[src/rtl/core/lae_pkg.sv]
// Shared constants, request codes and control structs for the Life automaton engine.
`timescale 1ns / 1ps
`default_nettype none

package lae_pkg;

	localparam int MAX_ROWS = 64;
	localparam int MAX_COLS = 64;
	localparam int ROW_W    = $clog2(MAX_ROWS);
	localparam int COL_W    = $clog2(MAX_COLS);
	localparam int CNT_W    = $clog2(MAX_ROWS + 1);
	localparam int NCOL_W   = $clog2(MAX_COLS + 1);
	localparam int CFG_W    = 7;
	localparam int GEN_W    = 16;
	localparam int PADDR_W  = 3;
	localparam int PDATA_W  = 32;

	localparam logic [CFG_W-1:0] CFG_RESET = CFG_W'(64);

	localparam logic REG_ROW_COUNT = 1'b0;
	localparam logic REG_COL_COUNT = 1'b1;

	typedef enum logic [1:0] {
		REQ_WRITE = 2'd0,
		REQ_STEP  = 2'd1,
		REQ_READ  = 2'd2
	} req_code_t;

	typedef struct packed {
		logic latch_req;
		logic rd_req;
		logic step_start;
		logic load_mid;
		logic calc;
		logic cell_write;
		logic out_read;
		logic out_step;
	} cmd_t;

	typedef struct packed {
		logic rows_zero;
		logic last_row;
		logic out_free;
	} sts_t;

endpackage

`default_nettype wire

[src/rtl/core/lae_ctrl.sv]
// Controller state machine that sequences cell accesses and the generation sweep.
`timescale 1ns / 1ps
`default_nettype none

module lae_ctrl
	import lae_pkg::*;
(
	input  logic       clk,
	input  logic       arst_n,
	input  logic       req_valid,
	input  logic [1:0] req_type,
	output logic       req_ready,
	input  sts_t       sts,
	output cmd_t       cmd
);

	typedef enum logic [5:0] {
		ST_IDLE  = 6'b000001,
		ST_WRITE = 6'b000010,
		ST_READ  = 6'b000100,
		ST_FILL  = 6'b001000,
		ST_CALC  = 6'b010000,
		ST_DONE  = 6'b100000
	} state_t;

	state_t state_q;
	state_t state_d;

	always_comb begin
		cmd       = '0;
		state_d   = state_q;
		req_ready = (state_q == ST_IDLE);
		case (state_q)
			ST_IDLE: begin
				if (req_valid) begin
					cmd.latch_req = 1'b1;
					case (req_code_t'(req_type))
						REQ_WRITE: begin
							cmd.rd_req = 1'b1;
							state_d    = ST_WRITE;
						end
						REQ_READ: begin
							cmd.rd_req = 1'b1;
							state_d    = ST_READ;
						end
						REQ_STEP: begin
							cmd.step_start = 1'b1;
							state_d        = sts.rows_zero ? ST_DONE : ST_FILL;
						end
						default: begin
							state_d = ST_IDLE;
						end
					endcase
				end
			end
			ST_WRITE: begin
				cmd.cell_write = 1'b1;
				state_d        = ST_IDLE;
			end
			ST_READ: begin
				if (sts.out_free) begin
					cmd.out_read = 1'b1;
					state_d      = ST_IDLE;
				end
			end
			ST_FILL: begin
				cmd.load_mid = 1'b1;
				state_d      = ST_CALC;
			end
			ST_CALC: begin
				cmd.calc = 1'b1;
				if (sts.last_row) begin
					state_d = ST_DONE;
				end
			end
			ST_DONE: begin
				if (sts.out_free) begin
					cmd.out_step = 1'b1;
					state_d      = ST_IDLE;
				end
			end
			default: begin
				state_d = ST_IDLE;
			end
		endcase
	end

	always_ff @(posedge clk or negedge arst_n) begin
		if (!arst_n) begin
			state_q <= ST_IDLE;
		end else begin
			state_q <= state_d;
		end
	end

endmodule

`default_nettype wire

[config.mk]
export PLATFORM = sky130hd
export DESIGN_NAME = lae_ctrl
export DESIGN_NICKNAME = d
export VERILOG_FILES = /design/src/rtl/core/lae_pkg.sv /design/src/rtl/core/lae_ctrl.sv
export SDC_FILE = /design/constraint.sdc
export NUM_CORES = 1
export LEC_CHECK = 0
export BUFFER_PORTS_ARGS = -buffer_cell sky130_fd_sc_hd__buf_2
export CORE_AREA = 2 2 39 41
export DETAILED_ROUTE_END_ITERATION = 8
export DIE_AREA = 0 0 41 43
export GPL_ROUTABILITY_DRIVEN = 1
export REMOVE_ABC_BUFFERS = 1
export SLEW_MARGIN = 0
export SYNTH_ARGS = -nofsm -noshare
export SYNTH_HDL_FRONTEND = slang
export SYNTH_SLANG_ARGS = --single-unit
[constraint.sdc]
create_clock -name clk -period 2.6 [get_ports clk]
set_input_delay 0.26 -clock clk [delete_from_list [all_inputs] [get_ports clk]]
set_output_delay 0.26 -clock clk [all_outputs]
set_load 0.01 [all_outputs]
[Word-level counts from Yosys, hierarchy flattened]
Index checks and enable logic that the tools add are counted.
Operators by class
  eq/ne operators: 11
  multiplexer cells: 16
  reduce and logical (&&, ||, !) cells: 4
Operators with widths (number)
  2-to-1 mux 6 bit: 4
  one-hot mux 6 bit (4 select lines): 1
  one-hot mux 6 bit (3 select lines): 1
  2-to-1 mux 1 bit: 8
  equality test 6 x 1 -> 1 bit (second input constant): 1
  equality test 6 x 2 -> 1 bit (second input constant): 1
  equality test 6 x 3 -> 1 bit (second input constant): 1
  equality test 6 x 4 -> 1 bit (second input constant): 1
  equality test 6 x 5 -> 1 bit (second input constant): 1
  equality test 6 bit (second input constant): 1
  2-to-1 mux 3 bit: 2
  inequality test 2 bit (second input constant): 2
  OR reduction 2 bit: 2
  AND reduction 3 bit: 1
  equality test 2 x 1 -> 1 bit (second input constant): 1
  equality test 2 bit (second input constant): 1
  logical NOT 2 bit: 1
  inequality test 2 x 1 -> 1 bit (second input constant): 1
Storage, ports and cells
  output and inout port bits: 9
  logic and storage cells: 32
  register bits after elaboration: 6

[Logic depth before layout (Yosys ltp)]
  depth in word-level cells: 5
  mapped depth: 4
  depth with buffers taken out: 4

[Least setup slack after synthesis]
No wires, ideal clock.
  path kind: register to output
  start: register state_q[2]
  end: output port cmd[6] in the netlist's numbering
  required time: 2340 ps
  path slack: 627 ps
  path buffers: 0
  cell stages (with the launch flop): 4
  data arrival time: 1713 ps
  cells stage by stage: dfrtp_1 or4_4 nor3b_4 nor3b_1
RTL lines
  start, declared: line lae_ctrl.sv:26  | state_t state_q;
  start signal, assigned: line lae_ctrl.sv:92  | state_q <= state_d;
  end, declared: line lae_ctrl.sv:14  | output cmd_t cmd

==> qor.yml <==
cts_root_buffer: "clkbuf_4"
die_width_um: 41
crit_buf_inv: 1
filler_cell_count: 146
synth_fa_ha_area_share_pct: 0
antenna_found_initial: 0
dieArea_um2: 1760
synth_compound_area_share_pct: 11.6
cp.required_ns: 2.34
top_register: "state_q"
yosys-top-cells-area: "dfrtp_1 (29%), nor3b_1 (8.7%), dfstp_2 (6.1%)"
hold_viol_final: 0
layout_common_cells: "buf_2 (16), nor3b_1 (5), dfrtp_1 (5)"
cts.hold.buffers_added: 1
synth-seq-cells: 6
power.leakage_nw: 0.271
ant_nets: 0
grt_first_pass_wirelength_um: 1440
io_pins: 17
avgSynthCellArea_um2: 10.0
synth-simple-area-share_pct: 42.6
status: "completed"
crit_slowest_cell: "or4_4"
drt-wirelength-per-cell_um: 11.6
synth_cells: 43
grt_pass1_vias: 342
worstPathMaxFanout: 10
vias: 396
place_hpwl_um: 712
register_area_um2: 151
cts_sinks: 6
grt_max_degree: 11
relSlewSlack_pct: 73.1
die_h_um: 43
cts_buffers: 3
p_total_mw: 0.566
overflow: 0
end_kind: "primary output"
synth_top_area_share_pct: 29.0
drc: 0
insertion_delay_ns: 0.25
fin_crit_sh_pct: 87.5
min_period_ns: 2.28
drive_above_1_share_pct: 43.8
pwr_density_cell_nw_per_um2: 997
fmax_mhz: 439
synth.yosys.seq_area_share_pct: 35.1
synth_top_family_by_area: "simple AND/OR/NAND/NOR gates"
crit_type: "flip-flop to primary output"
synth.area.mux_share_pct: 4.93
htreeDepth: 1
viasPerCell: 4.95
top_regs: "state_q (6)"
syn_area_um2: 432
multi_input_area_um2: 273
final-setup-viol-count: 0
core_um2: 1380
max-cap-violations: 0
cts_setup_buffers: 0
synth-xor-area-share_pct: 4.06
drtIter0Drc: 6
dr.pass1.iters: 4
final_common_cell: "buf_2"
wl_um: 926
yosysWarnings: 0
antenna_cells: 0
fin_nets: 73
synthToLayoutAreaGrowth_pct: 31.6
hold_path.class: "input port to flip-flop"
tns_ns: 0
critical_path_arrival_ns: 2.02
ir_drop_mv: 0.390
cts_resized: 0
grt_setup_unrepaired: "no"
rows: 14
clk_pin_slew_worst_paths_ns: 0.05
slowest_delay_ns: 0.58
gp_congestion: 0.663
crit_path_start_kind: "flip-flop"
finalClockSkew_ns: 0.00286
grt.total_usage_pct: 12.6
slew_viol_final: 0
start_util_pct: 31.2
largest_register_ff_count: 6
cts_buffer_depth: 2
finish.utilization_pct: 41.0
yosys.area.top_type: "dfrtp_1"
tritoncts: "yes"
portBuffers: 16
tightest_slew_ns: 0.402
path_cells: "or4_4 -> nor3b_4 -> nor3b_1 -> buf_2"
crit_family: "simple AND/OR/NAND/NOR gates"
ys_types: 28
## metrics by stage
step	cell area [um^2]	setup slack [ns]	hold WS, ns	instances
floorplan	432	0.627	-0.0356	43
global placement	532	0.586	0.0892	75
detailed placement	532	0.594	0.0875	75
CTS	568	0.313	0.181	80
global route	568	0.205	0.189	80
finish	568	0.324	0.182	80
## power breakdown
group | internal, mW | switching [mW] | total [mW]
Combinational | 0.160 | 0.145 | 0.305
Clock | 0.0583 | 0.0366 | 0.0950
Sequential | 0.125 | 0.0414 | 0.166
## cells by family (layout without fill, tap and decap cells)
family,Yosys count,count (layout)
AOI/OAI and AO/OA,6,6
xor gates and xnor gates,2,2
muxes,2,2
DFF,6,6
and+or+nand+nor,25,25
buffers and inverters,2,23
## final cells by class
| cell class | count | area share (%) |
|---|---|---|
| clock buffer | 4 | 4.63 |
| sequential | 6 | 26.7 |
| multi-input combinational | 35 | 48.0 |
| tap | 16 | 3.52 |
| inverter | 2 | 1.32 |
| timing repair buffer | 17 | 15.9 |
## metal layers
metal / global-route usage (%) / routed length (um) / vias up
met3: 3.14 / 62 / 2
met4: 10.0 / 14 / 0
met2: 15.6 / 405 / 17
li1: - / - / 204
met5: 0 / 0 / -
met1: 17.5 / 443 / 173
## cells in the mapped netlist
cell type	count
dfrtp_1	5
nor3b_1	5
nand2_1	4
nor3_1	3
inv_1	2
nor2_1	2
a211o_2	1
a211oi_2	1
a22o_1	1
a31oi_1	1
and2_2	1
and3b_1	1
dfstp_2	1
mux2_1	1
mux2i_1	1
nor2b_1	1
nor3b_2	1
nor3b_4	1
nor4_1	1
nor4b_1	1
nor4b_2	1
o211ai_1	1
o21ai_0	1
or2_2	1
or4_1	1
or4_4	1
xnor2_1	1
xor2_1	1
## final timing paths
check                                start         end  slack [ns]  cells past startpoint
min in group asynchronous           arst_n  state_q[5]        0.36                      2
max in group asynchronous           arst_n  state_q[0]        2.02                      2
worst max-delay path            state_q[2]      cmd[6]        0.32                      4
worst max register to register  state_q[2]  state_q[2]        0.60                      4
worst min-delay path                sts[2]  state_q[3]        0.18                      2
worst min register to register  state_q[5]  state_q[5]        0.64                      2
Note: power is estimated with default switching activity, not from simulation.
